## src/hw/rtl/indexed_ordered_list_store_top_defines.svh

```systemverilog
// Assertion helpers shared by the RTL of the ordered list store.
// All checks sample on clk and are off while rst_n is low.
`ifndef INDEXED_ORDERED_LIST_STORE_TOP_DEFINES_SVH
`define INDEXED_ORDERED_LIST_STORE_TOP_DEFINES_SVH

// antecedent implies consequent in the same cycle
`define ILST_ASSERT_NOW(lbl, ante, cons, msg) \
  lbl: assert property (@(posedge clk) disable iff (!rst_n) (ante) |-> (cons)) \
    else $error(msg);

// antecedent implies consequent in the next cycle
`define ILST_ASSERT_NEXT(lbl, ante, cons, msg) \
  lbl: assert property (@(posedge clk) disable iff (!rst_n) (ante) |=> (cons)) \
    else $error(msg);

`endif

```

## src/hw/rtl/ilst_pkg.sv

```systemverilog
`default_nettype none
package ilst_pkg;

  localparam int DATA_W = 32;

  localparam logic [2:0] CMD_PUSH   = 3'd0;
  localparam logic [2:0] CMD_POP    = 3'd1;
  localparam logic [2:0] CMD_READ   = 3'd2;
  localparam logic [2:0] CMD_INSERT = 3'd3;
  localparam logic [2:0] CMD_CLEAR  = 3'd4;

  localparam logic [1:0] STAT_OK    = 2'd0;
  localparam logic [1:0] STAT_EMPTY = 2'd1;
  localparam logic [1:0] STAT_RANGE = 2'd2;
  localparam logic [1:0] STAT_FULL  = 2'd3;

  localparam logic [DATA_W-1:0] MISS_VALUE = '1;

  typedef enum logic [1:0] {
    CELL_HOLD,
    CELL_INSERT,
    CELL_POP
  } ilst_cell_op_t;

  typedef struct packed {
    ilst_cell_op_t     op;
    logic [DATA_W-1:0] data;
  } ilst_cell_ctl_t;

  typedef enum logic {
    ST_IDLE,
    ST_READ
  } ilst_state_t;

endpackage
`default_nettype wire

```

## src/hw/rtl/ilst_cell.sv

```systemverilog
`default_nettype none
module ilst_cell
  import ilst_pkg::*;
#(
  parameter int IDX_W    = 6,
  parameter int CELL_IDX = 0
) (
  input  wire logic                 clk,
  input  wire ilst_cell_ctl_t       ctl,
  input  wire logic [IDX_W-1:0]     ctl_idx,
  input  wire logic [IDX_W-1:0]     rd_idx,
  input  wire logic [DATA_W-1:0]    left_val,
  input  wire logic [DATA_W-1:0]    right_val,
  output logic      [DATA_W-1:0]    val,
  output logic      [DATA_W-1:0]    rd_val
);

  localparam logic [IDX_W-1:0] MY_IDX = IDX_W'(CELL_IDX);

  logic [DATA_W-1:0] val_r;

  // insert: cells past the index take the left neighbor; pop: everyone moves toward the head
  always_ff @(posedge clk) begin
    case (ctl.op)
      CELL_INSERT: begin
        if (MY_IDX == ctl_idx) begin
          val_r <= ctl.data;
        end else if (MY_IDX > ctl_idx) begin
          val_r <= left_val;
        end
      end
      CELL_POP: val_r <= right_val;
      default: ;
    endcase
  end

  assign val    = val_r;
  assign rd_val = (MY_IDX == rd_idx) ? val_r : '0;

endmodule
`default_nettype wire

```

## config.mk

```make
export PLATFORM = sky130hd
export DESIGN_NAME = ilst_cell
export DESIGN_NICKNAME = d
export VERILOG_FILES = /design/src/hw/rtl/indexed_ordered_list_store_top_defines.svh /design/src/hw/rtl/ilst_pkg.sv /design/src/hw/rtl/ilst_cell.sv
export SDC_FILE = /design/constraint.sdc
export NUM_CORES = 1
export LEC_CHECK = 0
export ABC_CLOCK_PERIOD_IN_PS = 2400
export BUFFER_PORTS_ARGS = -buffer_cell sky130_fd_sc_hd__buf_2
export CAP_MARGIN = 40
export CORE_MARGIN = 10
export CORE_UTILIZATION = 39
export CTS_BUF_LIST = sky130_fd_sc_hd__clkbuf_4
export CTS_CLUSTER_SIZE = 28
export DETAILED_ROUTE_END_ITERATION = 8
export HOLD_SLACK_MARGIN = 0.02
export PLACE_DENSITY = 0.82
export SLEW_MARGIN = 20
export SYNTH_ARGS = -nofsm -noshare
export SYNTH_HDL_FRONTEND = slang
export SYNTH_SLANG_ARGS = --single-unit
```

## constraint.sdc

```tcl
create_clock -name clk -period 2.4 [get_ports clk]
set_input_delay 0 -clock clk [delete_from_list [all_inputs] [get_ports clk]]
set_output_delay 0 -clock clk [all_outputs]
set_load 0.03 [all_outputs]
```

==> results of run 1 <==
## cells in the final DEF, fill, tap and decap left out
cell type	n
buf_2	174
nand3_1	32
nor2_1	32
a31oi_1	32
and2_1	32
edfxtp_1	32
o21ai_0	27
dlygate4sd3_1	14
buf_4	8
clkbuf_4	7
o21ai_1	5
or4_4	2
or2_2	1
nand2b_2	1
nor4_4	1
nor2_2	1
nor3_4	1
nand4b_1	1
nand2_1	1
clkinv_1	1
## layout make-up
class                      count  area (µm²)
multi-input combinational    169         935
clock inverter                 1        3.75
tap                           70        87.6
fill                         428        1930
timing repair buffer         196        1070
clock buffer                   7        52.6
sequential                    32         961
## metal layers
metal | track usage | routed length [µm] | up-vias
li1 | - | - | 1182
met2 | 0.335 | 4260 | 159
met4 | 0.0627 | 140 | 0
met1 | 0.189 | 2920 | 1129
met3 | 0.0693 | 845 | 16
met5 | 0 | 0 | -
## timing repair
item / in CTS / in global routing
hold endpoints to repair: 14 / 0
resized for setup: 0 / 0
hold buffers: 14 / 0
## power by group through the flow
stage               combinational [mW]  sequential [mW]  clock [mW]
floorplan                        0.102            0.786           0
global placement                 0.345            0.700           0
detailed placement               0.352            0.702           0
CTS                              0.370            0.689       0.320
global route                     0.398            0.695       0.344
finish                           0.370            0.689       0.311
## worst paths after layout
kind	startpoint	end
setup / recovery	rd_idx[3]	rd_val[22]
hold / removal	right_val[7]	val[7]
## cells by family after synthesis
logic type,count (synthesis),share of synthesized area
simple gates,105,0.284
compound gates,64,0.180
flops,32,0.480
buf+inv,22,0.0562
## critical path, stage by stage
cell    delay [ns]
buf_2         0.10
or4_4         0.54
nor3_4        0.44
buf_4         0.29
and2_1        0.16
buf_2         0.21
==> results.py, run 1 <==
metrics = {
    "placed_design": {
        "pre_cts_slack_ns": 0.669,
        "placed_cells": 453,
        "io_buffers": 174,
        "placed_cell_area_mm2": 0.00291,
        "place.gp.congestion": 0.807,
    },
    "timing": {
        "clock.fmax_mhz": 576,
        "fin_crit_ns": 1.74,
        "fin_setup_tns_ns": 0,
        "slew_violations": 0,
        "rsz0062_at_grt": "false",
        "hold_slack_ns": 0.0381,
        "maxSlewHeadroom": 0.578,
        "fin_crit_sh": 0.724,
        "fin_ws_ns": 0.662,
        "worstMarginPinSlew_ns": 0.634,
        "finalHoldViolCount": 0,
        "setup_viol": 0,
    },
    "route": {
        "wl_um": 8160,
        "initialDrtViolationCount": 89,
        "drc": 0,
        "ant_nets": 0,
        "vias": 2486,
        "first_pass_iters": 6,
        "drt-vias-per-instance": 5.23,
        "wire_per_inst_um": 17.2,
    },
    "worst_setup_path": {
        "path_class": "input port to primary output",
        "crit_arrival_ns": 1.74,
        "cp.required_ns": 2.40,
        "startpoint_type": "input port",
        "cp-end-kind": "primary output",
        "crit_fanout": 18,
    },
    "synthesis": {
        "yosysSeqAreaShare": 0.480,
        "ys_warn_count": 0,
        "netlist_instances": 223,
        "yosys-top-cells-area": "edfxtp_1 (48%), a31oi_1 (10%), and2_1 (10%), nand3_1 (8.0%), o21ai_0 (6.7%)",
        "synth_common_cells": "nor2_1 (33), a31oi_1 (32), and2_1 (32), edfxtp_1 (32), nand3_1 (32)",
        "ys_types": 19,
        "yosys.area.top_type_share": 0.480,
        "syn_area_mm2": 0.00200,
        "synth_ff_type": "edfxtp_1",
        "syn_avg_cell_area_um2": 8.98,
        "ys_ff_latch": 32,
        "synth_nets": 334,
        "synth_most_common_cell": "nor2_1",
        "synth_top_area_cell": "edfxtp_1",
        "synth_edf_count": 32,
        "synthArstFlopShare": 0,
    },
    "global_route": {
        "antenna_found_initial": 0,
        "grtUsageTotal": 0.184,
        "overflow": 0,
        "grt_pass1_vias": 2550,
        "grt_pass1_wl_um": 12600,
        "grt_max_degree": 36,
    },
    "cells_and_area": {
        "fin_nets": 515,
        "antenna_cells": 0,
        "stdcell_count": 475,
        "post-route-util": 0.617,
        "syn2layout_area_growth_pct": 55.3,
        "largest_register_ffs": 32,
        "final_area_mm2": 0.00311,
        "layout-drive-gt1-share": 0.484,
    },
    "die": {
        "fp-row-count": 26,
        "die_y_um": 91.7,
        "ios": 175,
        "die_w_um": 91.7,
        "fp.coreArea_mm2": 0.00504,
        "die_area_mm2": 0.00840,
        "start_util": 0.397,
    },
    "run": {
        "maxCapViolations": 0,
    },
    "power_and_ir_drop": {
        "total_power_mw": 1.37,
        "powerDensity_mw_per_mm2": 440,
        "p_switching_mw": 0.417,
        "combPwrFrac": 0.270,
        "seqPwrFrac": 0.503,
        "power.internal_mw": 0.952,
        "clkPwrFrac": 0.227,
        "peakVddDrop_v": 0.000215,
        "p_leak_nw": 1.45,
        "swShare": 0.305,
    },
    "clocking": {
        "cts_root_buf": "clkbuf_4",
        "cts_setup_buffers": 0,
        "clk_pin_slew_worst_paths_ns": 0.09,
        "cts_buffers": 5,
        "cts_sinks": 32,
        "cts_max_path_buffers": 2,
        "cts_tree": "done",
        "htree_levels": 2,
    },
    "status": {
        "status": "completed",
    },
    "min_path": {
        "hold_path.class": "input port to flip-flop",
        "whs_path_depth": 3,
    },
}
(Power assumes the default switching activity.)
==> inputs of run 2 (changes only) <==
--- a/config.mk
+++ b/config.mk
@@ -5,7 +5,7 @@
 export SDC_FILE = /design/constraint.sdc
 export NUM_CORES = 1
 export LEC_CHECK = 0
-export ABC_CLOCK_PERIOD_IN_PS = 2400
+export ABC_CLOCK_PERIOD_IN_PS = 1800
 export BUFFER_PORTS_ARGS = -buffer_cell sky130_fd_sc_hd__buf_2
 export CAP_MARGIN = 40
 export CORE_MARGIN = 10
==> constraint.sdc (replaced) <==
create_clock -name clk -period 1.8 [get_ports clk]
set_input_delay 0 -clock clk [delete_from_list [all_inputs] [get_ports clk]]
set_output_delay 0 -clock clk [all_outputs]
set_load 0.03 [all_outputs]
==> run 2 against run 1 <==
  * Routed wire length hardly changed
  * Flip-flop and latch count stayed put
  * Setup slack worse by 0.27 ns
==> results.py, run 2 (synthesis results as in run 1) <==
metrics = {
    "clocking": {
        "cts_sinks": 32,
        "cts_root_buf": "clkbuf_4",
        "cts_setup_buffers": 0,
        "htree_levels": 2,
        "clk_pin_slew_worst_paths_ns": 0.10,
        "cts_resized": 0,
        "cts_buffers": 5,
        "cts_max_path_buffers": 2,
        "cts_tree": "done",
    },
    "timing": {
        "maxSlewHeadroom": 0.629,
        "finalHoldViolCount": 0,
        "fin_setup_tns_ns": 0,
        "fin_crit_ns": 1.41,
        "slew_violations": 0,
        "rsz0062_at_grt": "false",
        "fin_crit_sh": 0.783,
        "hold_slack_ns": 0.0329,
        "clock.fmax_mhz": 710,
        "setup_viol": 0,
        "worstMarginPinSlew_ns": 0.557,
    },
    "cells_and_area": {
        "stdcell_count": 477,
        "syn2layout_area_growth_pct": 56.5,
        "fillerInstances": 427,
        "final_area_mm2": 0.00313,
        "layout-drive-gt1-share": 0.478,
        "fin_nets": 517,
        "largest_register_ffs": 32,
        "layout_commonest_cell": "buf_2",
    },
    "worst_setup_path": {
        "critical_path.startpoint": "rd_idx[3]",
        "crit_arrival_ns": 1.41,
        "cp-end-kind": "primary output",
        "path_class": "input port to primary output",
        "startpoint_type": "input port",
        "endpoint": "rd_val[22]",
        "crit_fanout": 32,
        "cp.required_ns": 1.80,
    },
    "power_and_ir_drop": {
        "p_leak_nw": 1.46,
        "powerDensity_mw_per_mm2": 568,
        "total_power_mw": 1.78,
        "peakVddDrop_v": 0.000356,
    },
    "global_route": {
        "met3_usage": 0.0717,
        "met2_usage": 0.327,
        "grt_pass1_wl_um": 12800,
        "grtUsageTotal": 0.185,
        "grt_pass1_vias": 2528,
        "antenna_found_initial": 1,
        "grt_use_met1": 0.198,
        "busiest_layer": "met2",
        "grt_max_degree": 33,
        "overflow": 0,
    },
    "route": {
        "vias": 2425,
        "wire_per_inst_um": 17.1,
        "drc": 0,
        "ant_nets": 0,
        "drt-vias-per-instance": 5.08,
        "wl_um": 8150,
        "initialDrtViolationCount": 112,
        "first_pass_iters": 4,
    },
    "min_path": {
        "whs_path_depth": 3,
        "hold_path.class": "input port to flip-flop",
    },
    "die": {
        "fp.coreArea_mm2": 0.00504,
        "die_y_um": 91.7,
        "fp-row-count": 26,
        "ios": 175,
        "start_util": 0.397,
        "die_area_mm2": 0.00840,
        "die_w_um": 91.7,
    },
    "placed_design": {
        "dp_hpwl_um": 6180,
        "place.gp.congestion": 0.821,
        "io_buffers": 174,
        "placed_cells": 453,
        "placed_cell_area_mm2": 0.00293,
    },
    "status": {
        "status": "completed",
    },
    "run": {
        "maxCapViolations": 0,
    },
}
-- run 2: layout make-up --
| cell class | instances | area, µm² | share of cell area |
|---|---|---|---|
| repair buffers | 198 | 1100 | 0.352 |
| flip-flops and latches | 32 | 961 | 0.307 |
| multi-input cells | 169 | 935 | 0.298 |
| well taps | 70 | 87.6 | 0.0279 |
| clock buffers | 5 | 37.5 | 0.0120 |
| clock inverters | 2 | 7.51 | 0.00240 |
| diodes | 1 | 2.50 | 0.000798 |
-- run 2: metal layers --
layer | wire (µm) | share of wire
met1 | 2930 | 0.36
met2 | 4250 | 0.52
met3 | 814 | 0.10
met4 | 163 | 0.020
met5 | 0 | 0
-- run 2: what timing repair did --
item | in CTS | in global routing
hold buffers | 14 | 2
endpoints found under the hold margin | 14 | 2
setup endpoints to repair | 0 | 0
-- run 2: critical path, stage by stage --
cell and delay (ns):
buf_2 0.10, or4_4 0.53, nor3_4 0.11, buf_4 0.29, and2_1 0.17, buf_2 0.19
-- run 2: worst min path at each step --
| stage | from | slack, ns | end |
|---|---|---|---|
| after floorplan | right_val[28] | 0.25 | val[28] |
| final | right_val[11] | 0.03 | val[11] |
| after detailed placement | right_val[12] | 0.35 | val[12] |
| after global routing | right_val[0] | 0.02 | val[0] |
| after CTS | right_val[17] | 0.02 | val[17] |
| after global placement | right_val[4] | 0.34 | val[4] |
-- run 2: through the flow --
| stage | setup WS (ns) | util |
|---|---|---|
| floorplan | 0.0186 | - |
| global placement | 0.382 | 0.580 |
| detailed placement | 0.313 | 0.580 |
| CTS | 0.380 | 0.617 |
| global route | 0.304 | 0.622 |
| finish | 0.391 | 0.622 |
-- run 2: report_power, final --
group,internal (mW),total [mW],switching (mW)
sequential,0.892,0.918,0.0255
combinational,0.202,0.501,0.298
clock,0.136,0.361,0.225
==> inputs of run 3 (changes only) <==
--- a/config.mk
+++ b/config.mk
@@ -5,16 +5,16 @@
 export SDC_FILE = /design/constraint.sdc
 export NUM_CORES = 1
 export LEC_CHECK = 0
-export ABC_CLOCK_PERIOD_IN_PS = 1800
+export ABC_CLOCK_PERIOD_IN_PS = 1260
 export BUFFER_PORTS_ARGS = -buffer_cell sky130_fd_sc_hd__buf_2
 export CAP_MARGIN = 40
 export CORE_MARGIN = 10
-export CORE_UTILIZATION = 39
+export CORE_UTILIZATION = 35
 export CTS_BUF_LIST = sky130_fd_sc_hd__clkbuf_4
 export CTS_CLUSTER_SIZE = 28
 export DETAILED_ROUTE_END_ITERATION = 8
 export HOLD_SLACK_MARGIN = 0.02
-export PLACE_DENSITY = 0.82
+export PLACE_DENSITY = 0.78
 export SLEW_MARGIN = 20
 export SYNTH_ARGS = -nofsm -noshare
 export SYNTH_HDL_FRONTEND = slang
==> constraint.sdc (replaced) <==
create_clock -name clk -period 1.26 [get_ports clk]
set_input_delay 0 -clock clk [delete_from_list [all_inputs] [get_ports clk]]
set_output_delay 0 -clock clk [all_outputs]
set_load 0.03 [all_outputs]
==> run 3 against run 2 <==
  * The flow now finishes with violations (negative setup slack)
  * Clock power grew 55%
  * Sequential power grew 43%
  * First-iteration DRC count shrank 4.5%
  * Critical path depth is the same
  * Design area grew 13%
  * Flip-flop and latch count is the same
  * Final cell count grew 3.4%
  * Clock-buffer cell count is the same
  * Sequential share of layout area shrank 3.6 points
  * Utilization grew 1.9 points
  * Power grew 49%
  * Worst hold slack gained 0.0023 ns
  * Largest power group unchanged
==> results.py, run 3 (synthesis results as in run 1) <==
metrics = {
    "status": {
        "status": "finished, violations left",
        "violations": "negative setup slack",
    },
    "placed_design": {
        "place.gp.congestion": 0.852,
        "placed_cell_area_mm2": 0.00301,
        "pre_cts_slack_ns": -0.196,
        "placed_cells": 458,
        "io_buffers": 174,
        "dp_hpwl_um": 6470,
    },
    "run": {
        "maxCapViolations": 0,
    },
    "clocking": {
        "clk_pin_slew_worst_paths_ns": 0.10,
        "cts_root_buf": "clkbuf_4",
        "cts_max_path_buffers": 2,
        "cts_sinks": 32,
        "cts_setup_buffers": 0,
        "cts_tree": "done",
        "htree_levels": 2,
        "cts_buffers": 5,
    },
    "die": {
        "ios": 175,
        "fp-row-count": 27,
        "fp.coreArea_mm2": 0.00554,
        "die_w_um": 95.7,
        "start_util": 0.362,
        "die_y_um": 95.7,
        "die_area_mm2": 0.00915,
    },
    "global_route": {
        "grt_pass1_wl_um": 13400,
        "overflow": 0,
        "grt_max_degree": 35,
        "grt_use_met1": 0.182,
        "busiest_layer": "met2",
        "met2_usage": 0.357,
        "grt_pass1_vias": 2630,
        "grtUsageTotal": 0.187,
        "antenna_found_initial": 0,
        "met3_usage": 0.0605,
    },
    "power_and_ir_drop": {
        "p_leak_nw": 1.57,
        "peakVddDrop_v": 0.000473,
        "total_power_mw": 2.66,
        "powerDensity_mw_per_mm2": 749,
    },
    "timing": {
        "slew_violations": 0,
        "maxSlewHeadroom": 0.612,
        "setup_viol": 32,
        "fin_ws_ns": -0.0510,
        "clock.fmax_mhz": 763,
        "rsz0062_at_grt": "true",
        "fin_crit_ns": 1.31,
        "worstMarginPinSlew_ns": 0.581,
        "fin_crit_sh": 1.04,
        "finalHoldViolCount": 0,
    },
    "cells_and_area": {
        "fin_nets": 531,
        "layout-drive-gt1-share": 0.487,
        "post-route-util": 0.641,
        "antenna_cells": 0,
        "final_area_mm2": 0.00355,
        "syn2layout_area_growth_pct": 77.2,
        "largest_register_ffs": 32,
        "layout_common_cells": "buf_2 (141), buf_6 (33)",
        "stdcell_count": 493,
        "layout_commonest_cell": "buf_2",
    },
    "worst_setup_path": {
        "slowest_stage": "or4_4",
        "cp-end-kind": "primary output",
        "path_buf_inv": 3,
        "cpMostUsedCell": "buf_6",
        "cp.required_ns": 1.26,
        "startpoint_type": "input port",
        "path_delay_family": "simple AND/OR/NAND/NOR gates",
        "path_cells": "buf_6, or4_4, nor3_4, buf_12, and2_1, buf_6",
        "crit_fanout": 32,
        "cpPeakStageDelay_ns": 0.53,
        "path_class": "input port to primary output",
        "crit_arrival_ns": 1.31,
    },
    "route": {
        "initialDrtViolationCount": 107,
        "ant_nets": 0,
        "vias": 2563,
        "wl_um": 9140,
        "first_pass_iters": 4,
        "wire_per_inst_um": 18.5,
        "drc": 0,
        "drt-vias-per-instance": 5.20,
    },
    "min_path": {
        "hold_path.class": "input port to flip-flop",
    },
}
==> run 3: final cells by class <==
class / count / area [µm²]
flip-flops and latches: 32 / 961
clock buffers: 5 / 37.5
clock inverters: 3 / 13.8
well taps: 72 / 90.1
fillers: 454 / 1990
repair buffers: 212 / 1490
multi-input cells: 169 / 955
==> run 3: what timing repair did <==
action                                 CTS  global route
hold buffers                            25             2
gates resized for setup                 65             5
endpoints found under the hold margin   25             2
cloned                                   0             0
setup endpoints to repair               32            32
==> run 3: layer usage <==
| metal | wire, µm | part of all wire |
|---|---|---|
| met5 | 0 | 0 |
| met4 | 177 | 0.019 |
| met3 | 1020 | 0.11 |
| met2 | 4860 | 0.53 |
| met1 | 3080 | 0.34 |
==> run 3: final timing paths <==
check / startpoint / endpoint / slack, ns / cells after the start
max: rd_idx[3] / rd_val[17] / -0.05 / 6
min: right_val[5] / val[5] / 0.04 / 3
==> run 3: power breakdown <==
group	internal [mW]	leakage, nW	switching [mW]
sequential	1.27	0.305	0.0374
clock	0.205	0.0324	0.355
combinational	0.342	1.23	0.445
==> run 3: through the flow <==
stage,TNS [ns],hold WS [ns]
6_report,-1.02,0.0351
5_1_grt,-1.92,0.0324
4_1_cts,-0.547,0.0229
3_5_place_dp,-10.99,0.350
3_3_place_gp,-8.39,0.341
2_1_floorplan,-1.82,0.254
